<file path="config.mk">
export PLATFORM = sky130hd
export DESIGN_NAME = nmea_rmc_sentence_parser_flat
export DESIGN_NICKNAME = d
export VERILOG_FILES = /design/src/rtl/core/nrmc_pkg.sv /design/src/rtl/core/nrmc_byte_if.sv /design/src/rtl/core/nrmc_result_if.sv /design/src/rtl/core/nrmc_coord.sv /design/src/rtl/core/nrmc_scanner.sv /design/src/rtl/core/nrmc_emit.sv /design/src/rtl/core/nmea_rmc_sentence_parser.sv /design/src/flat_wrapper.sv
export SDC_FILE = /design/constraint.sdc
export NUM_CORES = 2
export LEC_CHECK = 0
export ABC_AREA = 0
export BUFFER_PORTS_ARGS = -buffer_cell sky130_fd_sc_hd__buf_2
export CAP_MARGIN = 20
export CORE_ASPECT_RATIO = 0.8
export CORE_MARGIN = 2
export CORE_UTILIZATION = 53
export CTS_BUF_LIST = sky130_fd_sc_hd__clkbuf_8 sky130_fd_sc_hd__clkbuf_16
export DETAILED_ROUTE_END_ITERATION = 8
export HOLD_SLACK_MARGIN = 0.03
export PLACE_DENSITY_LB_ADDON = 0.2
export SETUP_SLACK_MARGIN = 0.15
export SYNTH_ARGS = -nofsm -noshare
export SYNTH_HDL_FRONTEND = slang
export SYNTH_SLANG_ARGS = --single-unit
</file>
<file path="constraint.sdc">
create_clock -name clk -period 11 [get_ports clk]
set_input_delay 2.2 -clock clk [delete_from_list [all_inputs] [get_ports clk]]
set_output_delay 2.2 -clock clk [all_outputs]
set_load 0.03 [all_outputs]
</file>
<file path="src/rtl/core/nrmc_pkg.sv">
`default_nettype none

package nrmc_pkg;

  localparam int MAX_SENTENCE           = 256;
  localparam int MINUTE_FRACTION_DIGITS = 4;

  localparam int LEN_W   = 9;
  localparam int POS_W   = 3;
  localparam int CNT_W   = 3;
  localparam int FIELD_W = 4;
  localparam int FRAC_W  = 20;   // holds 10^6 - 1
  localparam int REM_W   = 27;   // minutes scaled, below 10^8
  localparam int DEG_W   = 11;   // whole degrees up to the limit
  localparam int DEGX_W  = 15;   // degrees times ten plus a digit
  localparam int NUM_W   = 27;   // scaled minutes numerator, below 10^8
  localparam int DMIC_W  = 31;   // degrees times 10^6
  localparam int Q_W     = 21;
  localparam int V_W     = 32;

  localparam logic [LEN_W-1:0]   LEN_SAT   = 9'd511;
  localparam logic [FIELD_W-1:0] FIELD_SAT = 4'd15;
  localparam logic [POS_W-1:0]   POS_SAT   = 3'd7;
  localparam logic [DEGX_W-1:0]  DEG_LIMIT = 15'd2000;

  localparam int POW_P     = 10 ** MINUTE_FRACTION_DIGITS;
  localparam int MIN_SCALE = 10 ** (6 - MINUTE_FRACTION_DIGITS);
  localparam int DIV_SHIFT = 33;
  localparam longint unsigned DIV_MUL = ((64'd1 << DIV_SHIFT) + 64'd59) / 64'd60;
  localparam int PROD_W    = NUM_W + 28;

  localparam logic [V_W-1:0] LAT_CAP   = 32'd100000000;
  localparam logic [V_W-1:0] LON_CAP   = 32'd1000000000;
  localparam logic [11:0]    YEAR_BASE = 12'd2000;

  localparam logic [7:0] CH_DOLLAR = 8'h24;
  localparam logic [7:0] CH_STAR   = 8'h2A;
  localparam logic [7:0] CH_COMMA  = 8'h2C;
  localparam logic [7:0] CH_DOT    = 8'h2E;
  localparam logic [7:0] CH_CR     = 8'h0D;
  localparam logic [7:0] CH_LF     = 8'h0A;
  localparam logic [7:0] CH_V      = 8'h56;

  typedef enum logic [2:0] {
    ST_OK       = 3'd0,
    ST_FORMAT   = 3'd1,
    ST_UNKNOWN  = 3'd2,
    ST_VOID     = 3'd3,
    ST_CHECKSUM = 3'd4,
    ST_TOO_LONG = 3'd5
  } status_t;

  typedef enum logic [2:0] {
    KIND_RMC  = 3'd0,
    KIND_VTG  = 3'd1,
    KIND_GGA  = 3'd2,
    KIND_GSA  = 3'd3,
    KIND_GSV  = 3'd4,
    KIND_GLL  = 3'd5,
    KIND_NONE = 3'd6
  } kind_t;

  localparam int NUM_KINDS = 6;
  localparam logic [39:0] KIND_NAMES [NUM_KINDS] = '{
    40'h4750524D43,  // GPRMC
    40'h4750565447,  // GPVTG
    40'h4750474741,  // GPGGA
    40'h4750475341,  // GPGSA
    40'h4750475356,  // GPGSV
    40'h4750474C4C   // GPGLL
  };

  typedef struct packed {
    logic               clear;
    logic               int_push;
    logic               frac_push;
    logic               finish;
    logic [3:0]         digit;
    logic [CNT_W-1:0]   frac_count;
  } coord_ctl_t;

  typedef struct packed {
    logic               big;
    logic [DEG_W-1:0]   deg;
    logic [REM_W-1:0]   rem;
  } coord_state_t;

  typedef struct packed {
    logic        in_sentence;
    logic        has_comma;
    logic        header_len5;
    logic [39:0] header;
    logic        overlong;
    logic        void_seen;
    logic        star_seen;
    logic [7:0]  running_xor;
    logic [7:0]  star_sum;
    logic [23:0] time_bcd;
    logic [23:0] date_bcd;
  } snap_t;

  function automatic logic is_digit(input logic [7:0] c);
    return (c >= 8'h30) && (c <= 8'h39);
  endfunction

  // {ok, value}
  function automatic logic [4:0] hex_val(input logic [7:0] c);
    logic [4:0] r;
    r = 5'd0;
    if (is_digit(c)) r = {1'b1, c[3:0]};
    else if ((c >= 8'h41 && c <= 8'h46) || (c >= 8'h61 && c <= 8'h66))
      r = {1'b1, 4'(c[3:0] + 4'd9)};
    return r;
  endfunction

  // padding factor for a fraction that has cnt digits so far
  function automatic logic [FRAC_W-1:0] pad_scale(input logic [CNT_W-1:0] cnt);
    int unsigned r;
    r = 1;
    for (int i = 0; i < MINUTE_FRACTION_DIGITS; i++) begin
      if (i >= int'(cnt)) r = r * 10;
    end
    return FRAC_W'(r);
  endfunction

endpackage

`default_nettype wire

</file>
<file path="src/rtl/core/nrmc_byte_if.sv">
`default_nettype none

interface nrmc_byte_if;
  logic       valid;
  logic       ready;
  logic [7:0] rx_byte;

  modport source (output valid, output rx_byte, input ready);
  modport sink (input valid, input rx_byte, output ready);
endinterface

`default_nettype wire

</file>
<file path="src/rtl/core/nrmc_result_if.sv">
`default_nettype none

interface nrmc_result_if;
  logic        valid;
  logic        ready;
  logic [2:0]  status;
  logic [2:0]  sentence_kind;
  logic [6:0]  utc_hour;
  logic [6:0]  utc_minute;
  logic [6:0]  utc_second;
  logic [6:0]  day_of_month;
  logic [6:0]  month_number;
  logic [11:0] full_year;
  logic [26:0] latitude_micro;
  logic [29:0] longitude_micro;
  logic [7:0]  computed_sum;
  logic [7:0]  received_sum;

  modport source (output valid, output status, output sentence_kind, output utc_hour,
                  output utc_minute, output utc_second, output day_of_month,
                  output month_number, output full_year, output latitude_micro,
                  output longitude_micro, output computed_sum, output received_sum,
                  input ready);
  modport sink (input valid, input status, input sentence_kind, input utc_hour,
                input utc_minute, input utc_second, input day_of_month,
                input month_number, input full_year, input latitude_micro,
                input longitude_micro, input computed_sum, input received_sum,
                output ready);
endinterface

`default_nettype wire

</file>
<file path="src/rtl/core/nrmc_coord.sv">
`default_nettype none

// One coordinate: whole degrees, last two integer digits, fraction digits.
module nrmc_coord (
  input  logic                  clk,
  input  logic                  rst,
  input  nrmc_pkg::coord_ctl_t  ctl,
  output nrmc_pkg::coord_state_t st
);

  logic                          big;
  logic [nrmc_pkg::DEG_W-1:0]    deg;
  logic [3:0]                    tens;
  logic [3:0]                    ones;
  logic [nrmc_pkg::FRAC_W-1:0]   frac;
  logic [nrmc_pkg::REM_W-1:0]    rem;

  logic [nrmc_pkg::DEGX_W-1:0]   deg_next;
  logic [6:0]                    min_whole;
  logic [nrmc_pkg::REM_W-1:0]    rem_next;

  always_comb begin
    deg_next  = nrmc_pkg::DEGX_W'(deg) * nrmc_pkg::DEGX_W'(10) + nrmc_pkg::DEGX_W'(tens);
    min_whole = 7'(tens) * 7'd10 + 7'(ones);
    rem_next  = nrmc_pkg::REM_W'(min_whole) * nrmc_pkg::REM_W'(nrmc_pkg::POW_P)
              + nrmc_pkg::REM_W'(frac)
              * nrmc_pkg::REM_W'(nrmc_pkg::pad_scale(ctl.frac_count));
  end

  always_ff @(posedge clk) begin
    if (rst || ctl.clear) begin
      big  <= 1'b0;
      deg  <= '0;
      tens <= '0;
      ones <= '0;
      frac <= '0;
      rem  <= '0;
    end else begin
      if (ctl.int_push && !big) begin
        if (deg_next > nrmc_pkg::DEG_LIMIT) big <= 1'b1;
        else deg <= nrmc_pkg::DEG_W'(deg_next);
        tens <= ones;
        ones <= ctl.digit;
      end
      if (ctl.frac_push)
        frac <= nrmc_pkg::FRAC_W'(frac * nrmc_pkg::FRAC_W'(10) + nrmc_pkg::FRAC_W'(ctl.digit));
      if (ctl.finish) rem <= rem_next;
    end
  end

  assign st.big = big;
  assign st.deg = deg;
  assign st.rem = rem;

endmodule

`default_nettype wire

</file>
<file path="src/rtl/core/nrmc_scanner.sv">
`default_nettype none

// Per-byte sentence state: framing, header, checksum, time, date, void flag.
module nrmc_scanner (
  input  logic                  clk,
  input  logic                  rst,
  input  logic                  take,
  input  logic [7:0]            c,
  output logic                  fire,
  output nrmc_pkg::snap_t       snap,
  output nrmc_pkg::coord_ctl_t  lat_ctl,
  output nrmc_pkg::coord_ctl_t  lon_ctl
);

  logic                            in_sentence;
  logic [nrmc_pkg::LEN_W-1:0]      sentence_length;
  logic [nrmc_pkg::FIELD_W-1:0]    field_number;
  logic [7:0]                      running_xor;
  logic [39:0]                     header_chars;
  logic [2:0]                      header_len;
  logic [1:0]                      after_star_digits;
  logic                            star_seen;
  logic                            star_stop;
  logic [7:0]                      star_sum;
  logic [23:0]                     time_bcd;
  logic [23:0]                     date_bcd;
  logic [nrmc_pkg::CNT_W-1:0]      fraction_digit_count;
  logic [nrmc_pkg::POS_W-1:0]      field_pos;
  logic                            dot_seen;
  logic                            void_seen;
  logic                            overlong;

  logic [nrmc_pkg::LEN_W-1:0]      len_next;
  logic                            body;
  logic                            sep;
  logic                            coord_digit;
  logic                            frac_room;
  logic [4:0]                      hex;
  logic [4:0]                      nib_sh;
  logic [23:0]                     nib_mask;
  logic [23:0]                     nib_val;

  always_comb begin
    len_next    = (sentence_length < nrmc_pkg::LEN_SAT) ?
                  nrmc_pkg::LEN_W'(sentence_length + 1'b1) : sentence_length;
    fire        = take && (c == nrmc_pkg::CH_CR);
    body        = take && !fire && (sentence_length != '0) && in_sentence && !star_seen;
    sep         = (c == nrmc_pkg::CH_STAR) || (c == nrmc_pkg::CH_COMMA);
    coord_digit = body && !sep && nrmc_pkg::is_digit(c);
    frac_room   = fraction_digit_count < nrmc_pkg::CNT_W'(nrmc_pkg::MINUTE_FRACTION_DIGITS);
    hex         = nrmc_pkg::hex_val(c);
    nib_sh      = 5'(4'd5 - 4'(field_pos)) << 2;
    nib_mask    = ~(24'hF << nib_sh);
    nib_val     = nrmc_pkg::is_digit(c) ? (24'(c[3:0]) << nib_sh) : '0;

    lat_ctl.clear      = fire;
    lat_ctl.int_push   = coord_digit && (field_number == 4'd3) && !dot_seen;
    lat_ctl.frac_push  = coord_digit && (field_number == 4'd3) && dot_seen && frac_room;
    lat_ctl.finish     = body && sep && (field_number == 4'd3);
    lat_ctl.digit      = c[3:0];
    lat_ctl.frac_count = fraction_digit_count;

    lon_ctl.clear      = fire;
    lon_ctl.int_push   = coord_digit && (field_number == 4'd5) && !dot_seen;
    lon_ctl.frac_push  = coord_digit && (field_number == 4'd5) && dot_seen && frac_room;
    lon_ctl.finish     = body && sep && (field_number == 4'd5);
    lon_ctl.digit      = c[3:0];
    lon_ctl.frac_count = fraction_digit_count;
  end

  always_ff @(posedge clk) begin
    if (rst || fire) begin
      in_sentence          <= 1'b0;
      sentence_length      <= '0;
      field_number         <= '0;
      running_xor          <= '0;
      header_chars         <= '0;
      header_len           <= '0;
      after_star_digits    <= '0;
      star_seen            <= 1'b0;
      star_stop            <= 1'b0;
      star_sum             <= '0;
      time_bcd             <= '0;
      date_bcd             <= '0;
      fraction_digit_count <= '0;
      field_pos            <= '0;
      dot_seen             <= 1'b0;
      void_seen            <= 1'b0;
      overlong             <= 1'b0;
    end else if (take) begin
      if (sentence_length == '0) begin
        if (c != nrmc_pkg::CH_LF) begin
          in_sentence     <= (c == nrmc_pkg::CH_DOLLAR);
          sentence_length <= nrmc_pkg::LEN_W'(1);
        end
      end else begin
        sentence_length <= len_next;
        if (len_next >= nrmc_pkg::LEN_W'(nrmc_pkg::MAX_SENTENCE)) overlong <= 1'b1;
        if (in_sentence) begin
          if (star_seen) begin
            if (after_star_digits < 2'd2) begin
              after_star_digits <= after_star_digits + 1'b1;
              if (hex[4] && !star_stop) star_sum <= {star_sum[3:0], hex[3:0]};
              else star_stop <= 1'b1;
            end
          end else if (c == nrmc_pkg::CH_STAR) begin
            star_seen <= 1'b1;
          end else begin
            running_xor <= running_xor ^ c;
            if (c == nrmc_pkg::CH_COMMA) begin
              if (field_number < nrmc_pkg::FIELD_SAT) field_number <= field_number + 1'b1;
              field_pos            <= '0;
              dot_seen             <= 1'b0;
              fraction_digit_count <= '0;
            end else begin
              case (field_number)
                4'd0: begin
                  header_chars <= {header_chars[31:0], c};
                  if (header_len < 3'd6) header_len <= header_len + 1'b1;
                end
                4'd1: if (field_pos < 3'd6) time_bcd <= (time_bcd & nib_mask) | nib_val;
                4'd2: void_seen <= (field_pos == '0) && (c == nrmc_pkg::CH_V);
                4'd3, 4'd5: begin
                  if (nrmc_pkg::is_digit(c)) begin
                    if (dot_seen && frac_room)
                      fraction_digit_count <= fraction_digit_count + 1'b1;
                  end else if (c == nrmc_pkg::CH_DOT) begin
                    dot_seen <= 1'b1;
                  end
                end
                4'd9: if (field_pos < 3'd6) date_bcd <= (date_bcd & nib_mask) | nib_val;
                default: ;
              endcase
              if (field_pos < nrmc_pkg::POS_SAT) field_pos <= field_pos + 1'b1;
            end
          end
        end
      end
    end
  end

  assign snap.in_sentence = in_sentence;
  assign snap.has_comma   = field_number != '0;
  assign snap.header_len5 = header_len == 3'd5;
  assign snap.header      = header_chars;
  assign snap.overlong    = overlong;
  assign snap.void_seen   = void_seen;
  assign snap.star_seen   = star_seen;
  assign snap.running_xor = running_xor;
  assign snap.star_sum    = star_sum;
  assign snap.time_bcd    = time_bcd;
  assign snap.date_bcd    = date_bcd;

endmodule

`default_nettype wire

</file>
<file path="src/rtl/core/nrmc_emit.sv">
`default_nettype none

// Verdict and field decode at carriage return, then the minutes scaling and
// the output register.
module nrmc_emit (
  input  logic                    clk,
  input  logic                    rst,
  input  logic                    fire,
  input  nrmc_pkg::snap_t         snap,
  input  nrmc_pkg::coord_state_t  lat,
  input  nrmc_pkg::coord_state_t  lon,
  output logic                    advance,
  nrmc_result_if.source           res
);

  function automatic logic [6:0] pair(input logic [23:0] bcd, input int idx);
    logic [3:0] hi;
    logic [3:0] lo;
    hi = bcd[23 - 8 * idx -: 4];
    lo = bcd[19 - 8 * idx -: 4];
    return 7'(hi) * 7'd10 + 7'(lo);
  endfunction

  nrmc_pkg::kind_t   kind;
  nrmc_pkg::status_t st;
  logic              rmc_ok;

  always_comb begin
    kind = nrmc_pkg::KIND_NONE;
    // the header is only classified once a framed sentence has its first comma
    if (snap.header_len5 && snap.in_sentence && snap.has_comma) begin
      for (int i = nrmc_pkg::NUM_KINDS - 1; i >= 0; i--) begin
        if (snap.header == nrmc_pkg::KIND_NAMES[i]) kind = nrmc_pkg::kind_t'(3'(i));
      end
    end
    if (!snap.in_sentence || !snap.has_comma) st = nrmc_pkg::ST_FORMAT;
    else if (kind == nrmc_pkg::KIND_NONE) st = nrmc_pkg::ST_UNKNOWN;
    else st = nrmc_pkg::ST_OK;
    if (snap.overlong) st = nrmc_pkg::ST_TOO_LONG;
    if (st == nrmc_pkg::ST_OK && kind == nrmc_pkg::KIND_RMC) begin
      if (snap.void_seen) st = nrmc_pkg::ST_VOID;
      else if (!snap.star_seen || snap.running_xor != snap.star_sum)
        st = nrmc_pkg::ST_CHECKSUM;
    end
    rmc_ok = (st == nrmc_pkg::ST_OK) && (kind == nrmc_pkg::KIND_RMC);
  end

  // first stage
  logic                          s1_valid;
  nrmc_pkg::status_t             s1_status;
  nrmc_pkg::kind_t               s1_kind;
  logic                          s1_ok;
  logic [6:0]                    s1_hour, s1_min, s1_sec, s1_day, s1_month;
  logic [11:0]                   s1_year;
  logic [7:0]                    s1_xor, s1_sum;
  logic                          s1_lat_big, s1_lon_big;
  logic [nrmc_pkg::NUM_W-1:0]    s1_lat_num, s1_lon_num;
  logic [nrmc_pkg::DMIC_W-1:0]   s1_lat_deg, s1_lon_deg;

  assign advance = !res.valid || res.ready;

  always_ff @(posedge clk) begin
    if (rst) s1_valid <= 1'b0;
    else if (advance) s1_valid <= fire;
  end

  always_ff @(posedge clk) begin
    if (advance && fire) begin
      s1_status  <= st;
      s1_kind    <= kind;
      s1_ok      <= rmc_ok;
      s1_hour    <= pair(snap.time_bcd, 0);
      s1_min     <= pair(snap.time_bcd, 1);
      s1_sec     <= pair(snap.time_bcd, 2);
      s1_day     <= pair(snap.date_bcd, 0);
      s1_month   <= pair(snap.date_bcd, 1);
      s1_year    <= 12'(pair(snap.date_bcd, 2)) + nrmc_pkg::YEAR_BASE;
      s1_xor     <= snap.running_xor;
      s1_sum     <= snap.star_sum;
      s1_lat_big <= lat.big;
      s1_lon_big <= lon.big;
      s1_lat_num <= nrmc_pkg::NUM_W'(lat.rem) * nrmc_pkg::NUM_W'(nrmc_pkg::MIN_SCALE);
      s1_lon_num <= nrmc_pkg::NUM_W'(lon.rem) * nrmc_pkg::NUM_W'(nrmc_pkg::MIN_SCALE);
      s1_lat_deg <= nrmc_pkg::DMIC_W'(lat.deg) * nrmc_pkg::DMIC_W'(1000000);
      s1_lon_deg <= nrmc_pkg::DMIC_W'(lon.deg) * nrmc_pkg::DMIC_W'(1000000);
    end
  end

  // divide by sixty through a reciprocal
  logic [nrmc_pkg::PROD_W-1:0] lat_prod, lon_prod;
  logic [nrmc_pkg::V_W-1:0]    lat_v, lon_v, lat_out, lon_out;

  always_comb begin
    lat_prod = nrmc_pkg::PROD_W'(s1_lat_num) * nrmc_pkg::PROD_W'(nrmc_pkg::DIV_MUL);
    lon_prod = nrmc_pkg::PROD_W'(s1_lon_num) * nrmc_pkg::PROD_W'(nrmc_pkg::DIV_MUL);
    lat_v = nrmc_pkg::V_W'(s1_lat_deg)
          + nrmc_pkg::V_W'(nrmc_pkg::Q_W'(lat_prod >> nrmc_pkg::DIV_SHIFT));
    lon_v = nrmc_pkg::V_W'(s1_lon_deg)
          + nrmc_pkg::V_W'(nrmc_pkg::Q_W'(lon_prod >> nrmc_pkg::DIV_SHIFT));
    lat_out = (s1_lat_big || lat_v > nrmc_pkg::LAT_CAP) ? nrmc_pkg::LAT_CAP : lat_v;
    lon_out = (s1_lon_big || lon_v > nrmc_pkg::LON_CAP) ? nrmc_pkg::LON_CAP : lon_v;
  end

  always_ff @(posedge clk) begin
    if (rst) res.valid <= 1'b0;
    else if (advance) res.valid <= s1_valid;
  end

  always_ff @(posedge clk) begin
    if (advance && s1_valid) begin
      res.status          <= s1_status;
      res.sentence_kind   <= s1_kind;
      res.utc_hour        <= s1_ok ? s1_hour : '0;
      res.utc_minute      <= s1_ok ? s1_min : '0;
      res.utc_second      <= s1_ok ? s1_sec : '0;
      res.day_of_month    <= s1_ok ? s1_day : '0;
      res.month_number    <= s1_ok ? s1_month : '0;
      res.full_year       <= s1_ok ? s1_year : '0;
      res.latitude_micro  <= s1_ok ? 27'(lat_out) : '0;
      res.longitude_micro <= s1_ok ? 30'(lon_out) : '0;
      res.computed_sum    <= s1_xor;
      res.received_sum    <= s1_sum;
    end
  end

  a_fields_zero: assert property (@(posedge clk) disable iff (rst)
    res.valid && !(res.status == nrmc_pkg::ST_OK && res.sentence_kind == nrmc_pkg::KIND_RMC)
    |-> res.latitude_micro == '0 && res.longitude_micro == '0 && res.full_year == '0)
    else $error("fields not cleared on a rejected sentence");

  a_sum_match: assert property (@(posedge clk) disable iff (rst)
    res.valid && res.status == nrmc_pkg::ST_OK && res.sentence_kind == nrmc_pkg::KIND_RMC
    |-> res.computed_sum == res.received_sum)
    else $error("accepted RMC with checksum mismatch");

  a_unknown_not_ok: assert property (@(posedge clk) disable iff (rst)
    res.valid && res.sentence_kind == nrmc_pkg::KIND_NONE |-> res.status != nrmc_pkg::ST_OK)
    else $error("unrecognised header reported as ok");

  a_stage_held: assert property (@(posedge clk) disable iff (rst)
    s1_valid && !advance |=> s1_valid)
    else $error("first stage dropped while stalled");

  a_lat_cap: assert property (@(posedge clk) disable iff (rst)
    res.valid |-> 32'(res.latitude_micro) <= nrmc_pkg::LAT_CAP)
    else $error("latitude above cap");

endmodule

`default_nettype wire

</file>
<file path="src/rtl/core/nmea_rmc_sentence_parser.sv">
// NMEA 0183 sentence parser with RMC field extraction.
// rx: one received character per request (valid/ready, payload rx_byte).
// res: one result request per carriage return: status, sentence kind, UTC
//   time, date, latitude and longitude in micro-degrees, and both checksums.
// A sentence starts at its first byte ('$' expected); a line feed in first
// place is skipped. Bytes after '*' give the received checksum (two hex
// digits at most). Bytes of an overlong sentence are still parsed.
// Throughput: one byte per cycle, sustained, while res is taken.
// Pipeline: the decode is registered into the first stage when the carriage
// return is taken; the minutes scaling (reciprocal divide by sixty) then
// feeds the output register, from which the result is valid.
// Stall: while res.valid is high and res.ready low the whole pipeline holds
// and rx.ready is low; no request is lost or repeated.
// Reset (rst, synchronous, active high) clears the sentence state and drops
// any result in flight; rx.ready is high in the first cycle after reset.
`default_nettype none

module nmea_rmc_sentence_parser (
  input  logic           clk,
  input  logic           rst,
  nrmc_byte_if.sink      rx,
  nrmc_result_if.source  res
);

  logic                    advance;
  logic                    take;
  logic                    fire;
  nrmc_pkg::snap_t         snap;
  nrmc_pkg::coord_ctl_t    lat_ctl, lon_ctl;
  nrmc_pkg::coord_state_t  lat_st, lon_st;

  // bytes are taken only when the result side can move
  assign rx.ready = advance;
  assign take     = rx.valid && rx.ready;

  nrmc_scanner u_scanner (
    .clk     (clk),
    .rst     (rst),
    .take    (take),
    .c       (rx.rx_byte),
    .fire    (fire),
    .snap    (snap),
    .lat_ctl (lat_ctl),
    .lon_ctl (lon_ctl)
  );

  nrmc_coord u_lat (
    .clk (clk),
    .rst (rst),
    .ctl (lat_ctl),
    .st  (lat_st)
  );

  nrmc_coord u_lon (
    .clk (clk),
    .rst (rst),
    .ctl (lon_ctl),
    .st  (lon_st)
  );

  nrmc_emit u_emit (
    .clk     (clk),
    .rst     (rst),
    .fire    (fire),
    .snap    (snap),
    .lat     (lat_st),
    .lon     (lon_st),
    .advance (advance),
    .res     (res)
  );

endmodule

`default_nettype wire

</file>
<file path="src/flat_wrapper.sv">
// flat-port wrapper written by rule: the top's interface ports become plain ports
module nmea_rmc_sentence_parser_flat 
  (clk, rst, rx_valid, rx_rx_byte, rx_ready, res_valid, res_status, res_sentence_kind, res_utc_hour, res_utc_minute, res_utc_second, res_day_of_month, res_month_number, res_full_year, res_latitude_micro, res_longitude_micro, res_computed_sum, res_received_sum, res_ready);
  nrmc_byte_if rx_i ();
  nrmc_result_if res_i ();
  input  logic clk;
  input  logic rst;
  input wire logic [$bits(rx_i.valid)-1:0] rx_valid;
  input wire logic [$bits(rx_i.rx_byte)-1:0] rx_rx_byte;
  output wire logic [$bits(rx_i.ready)-1:0] rx_ready;
  output wire logic [$bits(res_i.valid)-1:0] res_valid;
  output wire logic [$bits(res_i.status)-1:0] res_status;
  output wire logic [$bits(res_i.sentence_kind)-1:0] res_sentence_kind;
  output wire logic [$bits(res_i.utc_hour)-1:0] res_utc_hour;
  output wire logic [$bits(res_i.utc_minute)-1:0] res_utc_minute;
  output wire logic [$bits(res_i.utc_second)-1:0] res_utc_second;
  output wire logic [$bits(res_i.day_of_month)-1:0] res_day_of_month;
  output wire logic [$bits(res_i.month_number)-1:0] res_month_number;
  output wire logic [$bits(res_i.full_year)-1:0] res_full_year;
  output wire logic [$bits(res_i.latitude_micro)-1:0] res_latitude_micro;
  output wire logic [$bits(res_i.longitude_micro)-1:0] res_longitude_micro;
  output wire logic [$bits(res_i.computed_sum)-1:0] res_computed_sum;
  output wire logic [$bits(res_i.received_sum)-1:0] res_received_sum;
  input wire logic [$bits(res_i.ready)-1:0] res_ready;
  assign rx_i.valid = rx_valid;
  assign rx_i.rx_byte = rx_rx_byte;
  assign rx_ready = rx_i.ready;
  assign res_valid = res_i.valid;
  assign res_status = res_i.status;
  assign res_sentence_kind = res_i.sentence_kind;
  assign res_utc_hour = res_i.utc_hour;
  assign res_utc_minute = res_i.utc_minute;
  assign res_utc_second = res_i.utc_second;
  assign res_day_of_month = res_i.day_of_month;
  assign res_month_number = res_i.month_number;
  assign res_full_year = res_i.full_year;
  assign res_latitude_micro = res_i.latitude_micro;
  assign res_longitude_micro = res_i.longitude_micro;
  assign res_computed_sum = res_i.computed_sum;
  assign res_received_sum = res_i.received_sum;
  assign res_i.ready = res_ready;
  nmea_rmc_sentence_parser u_core (.clk(clk), .rst(rst), .rx(rx_i), .res(res_i));
endmodule
</file>
Yosys cells after proc, flatten, opt, wreduce, memory -nomap -nowiden
Index checks and enable logic that the tools add are counted.
Widths: inputs -> output; s select.
{ "word_totals": {"reg_bits": 568, "output_inout_bits": 128, "word_cells": 298} }
{ "op_classes": {"add_sub_neg": 25, "mul": 25, "magnitude_cmp": 22, "n_eq_ne": 23, "n_shift": 2, "muxes": 37, "bitwise": 14, "n_reduce_logical": 88} }
{ "ops": {"columns": ["operator", "n"], "rows": [
  ["$eq 40x39->1 const B", 6],
  ["$mul 25x28->52 const B", 2],
  ["$add 31x21->32", 2],
  ["$mul 32x3->31 const B", 2],
  ["$mux 32", 2],
  ["$add 7x4->7", 8],
  ["$add 21x27->27", 2],
  ["$mul 20x20->27", 2],
  ["$mul 27x5->25 const B", 2],
  ["$mul 11x14->25 const B", 2],
  ["$and 24x24->24", 2],
  ["$mul 4x3->6 const B", 8],
  ["$mux 3", 16],
  ["$or 24x24->24", 2],
  ["$add 20x4->20", 2],
  ["$mul 20x3->19 const B", 2],
  ["$reduce_and 8->1", 5],
  ["$mul 7x10->17 const B", 2],
  ["$logic_and 1x1->1", 33],
  ["$eq 8x6->1 const B", 4],
  ["$gt 32x27->1 const B", 1],
  ["$gt 32x30->1 const B", 1],
  ["$mul 32x3->19 const B", 1],
  ["$add 15x4->15", 2],
  ["other kinds (59)", 125]
]} }

Depth between registers and ports, before layout
{ "depth": {"word_depth": 17, "mapped_depth": 46, "depth_no_buf": 42} }

Modules after synthesis
Synthesis repeated with hierarchy kept, for this count alone.
{ "unflattened": {"hier_cells": 7441, "area_unflattened_um2": 71076.9} }
{ "modules_own_cells": {"columns": ["mod", "instances", "cells_per_inst", "area_per_inst_um2", "seq_area_each_um2"], "rows": [
  ["nrmc_emit", 1, 3129, 33479.6, 8868.5],
  ["nrmc_coord at u_core.u_lon", 1, 1801, 15735.1, 1341.3],
  ["nrmc_coord at u_core.u_lat", 1, 1805, 15653.8, 1341.3],
  ["nrmc_scanner", 1, 705, 6202.2, 2682.6],
  ["nmea_rmc_sentence_parser", 1, 1, 6.3, 0.0]
]} }

Least setup slack after synthesis
No wires, ideal clock.
{ "synth_path": {"kind": "input to register", "startpoint": "input port rx_rx_byte[1]", "endpoint": "register u_core.u_scanner.sentence_length[7] (netlist name)", "setup_time_ps": 142, "arrival_ps": 11516, "required_ps": 10858, "slack_ps": -658, "cell_stages": 8, "n_path_buf": 1, "path_cell_list": "clkbuf_1 -> inv_1 -> ha_1 -> nand4_1 -> nor2_1 -> nor2_1 -> o21ai_1 -> nor3_1"} }
{ "synth_via": {"elab_chain_cells": 3, "word_cells_on_any_way": 6, "classes_between": "3 x eq/ne; 3 x reduce/logical"} }
{ "synth_lines": {"columns": ["element", "line", "rtl"], "rows": [
  ["start, declared", "flat_wrapper.sv:9", "input wire logic [$bits(rx_i.rx_byte)-1:0] rx_rx_byte;"],
  ["$ne 8x4->1 / $eq 8x4->1 (equally long branches)", "nrmc_scanner.sv:92, nrmc_scanner.sv:46", null],
  ["$ne 2x1->1 (no source line) / $logic_and 1x1->1 (equally long branches)", null, null],
  ["$reduce_and 2->1 (no source line) / $logic_or 1x1->1 (equally long branches)", null, null],
  ["end signal, assigned", "nrmc_scanner.sv:94", "sentence_length <= nrmc_pkg::LEN_W'(1);"],
  ["end signal, assigned", "nrmc_scanner.sv:97", "sentence_length <= len_next;"],
  ["end, declared", "nrmc_scanner.sv:16", "logic [nrmc_pkg::LEN_W-1:0] sentence_length;"]
]} }
Several ways; a longest one is shown, not always the timed one.
A chain may end at the register's enable or synchronous reset.

Final worst setup path
{ "layout_path": {"startpoint": "register u_core.u_scanner.fraction_digit_count[1] (netlist name)", "endpoint": "register u_core.u_lon.rem[24] (netlist name)"} }
{ "layout_via": {"elab_chain_cells": 10, "word_cells_on_any_way": 13, "classes_between": "1 x add/sub; 4 x mul; 4 x order compare; 4 x mux"} }
{ "layout_lines": {"columns": ["element", "line", "rtl"], "rows": [
  ["start, declared", "nrmc_scanner.sv:27", "logic [nrmc_pkg::CNT_W-1:0] fraction_digit_count;"],
  ["start signal, assigned", "nrmc_scanner.sv:126", "fraction_digit_count <= fraction_digit_count + 1'b1;"],
  ["$ge 1x3->1", "nrmc_pkg.sv:121", "if (i >= int'(cnt)) r = r * 10;"],
  ["$mux 4", "nrmc_pkg.sv:121", null],
  ["$mul 32x3->31", "nrmc_pkg.sv:121", null],
  ["$mux 32", "nrmc_pkg.sv:121", null],
  ["$mul 32x3->31", "nrmc_pkg.sv:121", null],
  ["$mux 32", "nrmc_pkg.sv:121", null],
  ["$mul 32x3->19", "nrmc_pkg.sv:121", null],
  ["$mux 20 *", "nrmc_pkg.sv:121", null],
  ["$mul 20x20->27 *", "nrmc_coord.sv:27", "* nrmc_pkg::REM_W'(nrmc_pkg::pad_scale(ctl.frac_count));"],
  ["$add 21x27->27 *", "nrmc_coord.sv:26", "+ nrmc_pkg::REM_W'(frac)"],
  ["end signal, assigned", "nrmc_coord.sv:47", "if (ctl.finish) rem <= rem_next;"],
  ["end, declared", "nrmc_coord.sv:16", "logic [nrmc_pkg::REM_W-1:0] rem;"]
]} }
Mark *: on every way between the ends. The rest lies on a longest branch, timed or not.

==> results.yml <==
outcome:
  status: "finished clean"
global_route:
  grt_pass1_wl_mm: 244
  grt_overflow: 0
  grtUsageMet1_pct: 35.5
  grt_use_total_pct: 23.4
  busiest_layer: "met2"
  met3_usage_pct: 3.46
  grt_max_degree: 172
  grt_use_met2_pct: 35.5
  grt_pass1_vias: 47100
  antenna_found_initial: 3
layout:
  fill_cells: 10800
  post-route-util_pct: 57.5
  final_cells: 8732
  drive_gt1_share_pct: 5.09
  nets: 8870
  multi_input_area_um2: 46400
  seq_area_um2: 14200
  area_growth_pct: 7.43
sta:
  rsz0062_at_grt: "false"
  slew-limit-headroom_pct: 29.5
  tns_ns: 0
  slew_viol_final: 0
  finalSetupViolCount: 0
  skew_ns: 0.0447
  finalCriticalPeriod_ns: 10.13
  fmax_ghz: 0.0988
  hold_violations: 0
  holdWs_ns: 0.414
  min_period_over_period_pct: 92.0
  tightest_slew_ns: 1.06
drt:
  routedWlPerCell_um: 16.8
  vias: 47100
  ant_nets: 0
  drt-total-wl_mm: 147
  dr.pass1.iters: 5
  vias_per_cell: 5.39
  first_iter_violations: 2726
  post-route-drc-count: 0
clock_network:
  postCtsSetupBuffers: 0
  clkLatencyLatePin_ns: 0.70
  cts.sinks: 560
  htree_levels: 2
  ctsLongestPathBuffers: 3
  cts_root_buf: "clkbuf_16"
  cts_made_buffers: 60
  cts_tree: "done"
  clkTransAtPathRegs_ns: 0.07
placement:
  dp.cells: 8615
  routabilityCongestion: 0.909
  dpl.hpwl_mm: 119
  port_buffers: 139
yosys:
  synthArstFlopShare_pct: 0
  synth-seq-area-share_pct: 21.4
  synthFlopType: "edfxtp_1"
  synth_cell_types: 90
  yosysWarnings: 0
  synth_edf_count: 294
  synth_top_area_share_pct: 21.7
  synth_area_leaders: "fa_1 (22%), ha_1 (21%), edfxtp_1 (13%)"
  syn_inst: 6963
  syn_nets: 8792
  ys_seq_elements: 560
  synth_area_um2: 66000
  yosysTopAreaCell: "fa_1"
  syn_avg_cell_area_um2: 9.48
worst_setup_path:
  start_kind: "register"
  crit_required_ns: 11.52
  cp_data_arrival_time_ns: 10.65
  reg2reg_slack_ns: 0.87
  slowest_stage: "or4b_2"
  r2r_cells: 39
  cp-end-kind: "register"
  critical-path-top-delay-family: "adder cells"
  crit_top_cell: "fa_1"
  max_stage_delay_ns: 0.71
  path_max_fanout: 15
  timing.rr.start: "u_core.u_scanner.fraction_digit_count[1]"
  crit-reg2reg-capture: "u_core.u_lon.rem[24]"
  crit_type: "reg2reg"
  path_buf_inv: 7
  startpoint: "u_core.u_scanner.fraction_digit_count[1]"
  path_depth: 39
  endpoint: "u_core.u_lon.rem[24]"
hold_path:
  hold_class: "reg2reg"
die:
  initial_core_util_pct: 53.5
  ios: 140
  core.rowCount: 115
  die_w_um: 399
  core_um2: 123000
  die_area_um2: 127000
  dieHeight_um: 320
run:
  maxCapViolCount: 0
pwr:
  power_density_nw_per_um2: 67.8
  p_leak_nw: 35.0
  power.total_mw: 4.81
  vdd_drop_max_mv: 0.128
==> state kept, by name, indices dropped and copies added (netlist names), 11 cells and up <==
register	flops
u_core.u_emit.res.latitude_micro	27
u_core.u_emit.res.longitude_micro	30
u_core.u_emit.s1_lat_deg	25
u_core.u_emit.s1_lat_num	25
u_core.u_emit.s1_lon_deg	25
u_core.u_emit.s1_lon_num	25
u_core.u_lat.deg	11
u_core.u_lat.frac	20
u_core.u_lat.rem	25
u_core.u_lon.deg	11
u_core.u_lon.frac	20
u_core.u_lon.rem	25
u_core.u_scanner.date_bcd	24
u_core.u_scanner.header_chars	40
u_core.u_scanner.time_bcd	24
==> layout by cell type (no fill, tap or decap), types with 15 or more instances in the layout <==
cell	count
ha_1	1101
mux2i_1	44
o21bai_1	25
a31oi_1	30
a211oi_1	61
buf_2	139
xor2_1	115
nand3_1	101
inv_1	1303
nand4_1	46
fa_1	716
and4_1	15
xnor2_1	279
nand2b_1	44
o21a_1	36
and2_1	201
nor2_1	373
and3_1	59
nand2_1	654
nor4_1	17
a21oi_1	333
or3_1	27
clkbuf_16	61
o21ai_0	121
a21o_1	85
dfxtp_1	265
nor3_1	80
buf_4	54
o31ai_1	19
nor3b_1	21
or2_2	17
edfxtp_1	294
a22oi_1	26
nor4b_1	16
nor2b_1	45
==> cells in the mapped netlist (all sizes together), types with 9 or more instances <==
cell type	count
nor3b	22
or3	28
a211oi	61
and3	59
or2	18
edfxtp	294
dfxtp	266
o21bai	25
nand2	654
nand3	101
fa	716
inv	1298
o2111ai	9
o21ai	126
and4	15
ha	1101
a22oi	26
nor4	19
and2	203
a32oi	13
or4	10
mux2i	44
nor2b	46
a21boi	13
a31oi	30
a21oi	335
clkbuf	170
nor4b	17
nand2b	44
nand4	46
xnor2	279
o21a	36
nor2	381
a21o	86
nand3b	9
o311ai	10
xor2	115
buf	12
nor3	82
o211ai	12
o31ai	20
==> area by class of cell <==
class	count	area share [%]
multi-input combinational	4923	65.4
sequential	560	20.0
inverter	1298	6.87
tap	1638	2.89
clock buffer	68	2.29
timing repair buffer	198	1.68
clock inverter	46	0.907
antenna	1	0.00353
==> stage by stage <==
stage	instance area, um2	setup WS, ns
after floorplan	66000	0.862
after global placement	68600	1.03
after detailed placement	68600	0.764
after CTS	70900	0.709
after global routing	70900	0.246
final	70900	0.875
==> per-layer routing <==
layer	up-vias	share of wire [%]
li1	23000	-
met1	22900	50
met2	1002	43
met3	146	5.6
met4	2	1.8
met5	-	0.0089
==> power by group <==
group          internal, mW  total, mW  switching, mW
registers              2.18       2.18        0.00197
clock network          1.37       2.31          0.934
logic                 0.118      0.322          0.204
==> how the worst min path moves through the flow <==
stage / cells after the start / from / to / slack, ns
finish: 0 / u_core.u_emit.s1_sum[7] / u_core.u_emit.res.received_sum[7] / 0.41
global placement: 0 / u_core.u_emit.s1_kind[2] / u_core.u_emit.res.sentence_kind[2] / 0.40
global route: 0 / u_core.u_emit.s1_sum[7] / u_core.u_emit.res.received_sum[7] / 0.42
CTS: 0 / u_core.u_emit.s1_sum[7] / u_core.u_emit.res.received_sum[7] / 0.41
floorplan: 0 / u_core.u_emit.s1_xor[0] / u_core.u_emit.res.computed_sum[0] / 0.40
detailed placement: 0 / u_core.u_emit.s1_sum[3] / u_core.u_emit.res.received_sum[3] / 0.40
==> worst register-to-register path: cells and delay by family (launching register included) <==
kind	cells	cell delay, ns
flip-flops	1	0.43
AO/OA/AOI/OAI	9	1.89
buffers and inverters	7	0.71
AND/OR/NAND/NOR	10	2.04
adder cells (fa/ha/maj)	13	4.92
==> cell families after synthesis <==
group                    synth area share [%]
other                                 0.00568
multiplexers                            0.701
adder cells (fa/ha/maj)                  42.6
AND/OR/NAND/NOR                          12.9
XOR/XNOR                                 5.44
buffers and inverters                    8.43
AO/OA/AOI/OAI                            8.49
flip-flops                               21.4
==> timing repair <==
action	4_1_cts	5_1_grt
endpoints found under the setup margin	0	2
gates resized for setup	0	3
endpoints found under the hold margin	0	0
hold buffers	0	0
Power figures use the tool's default switching activity.
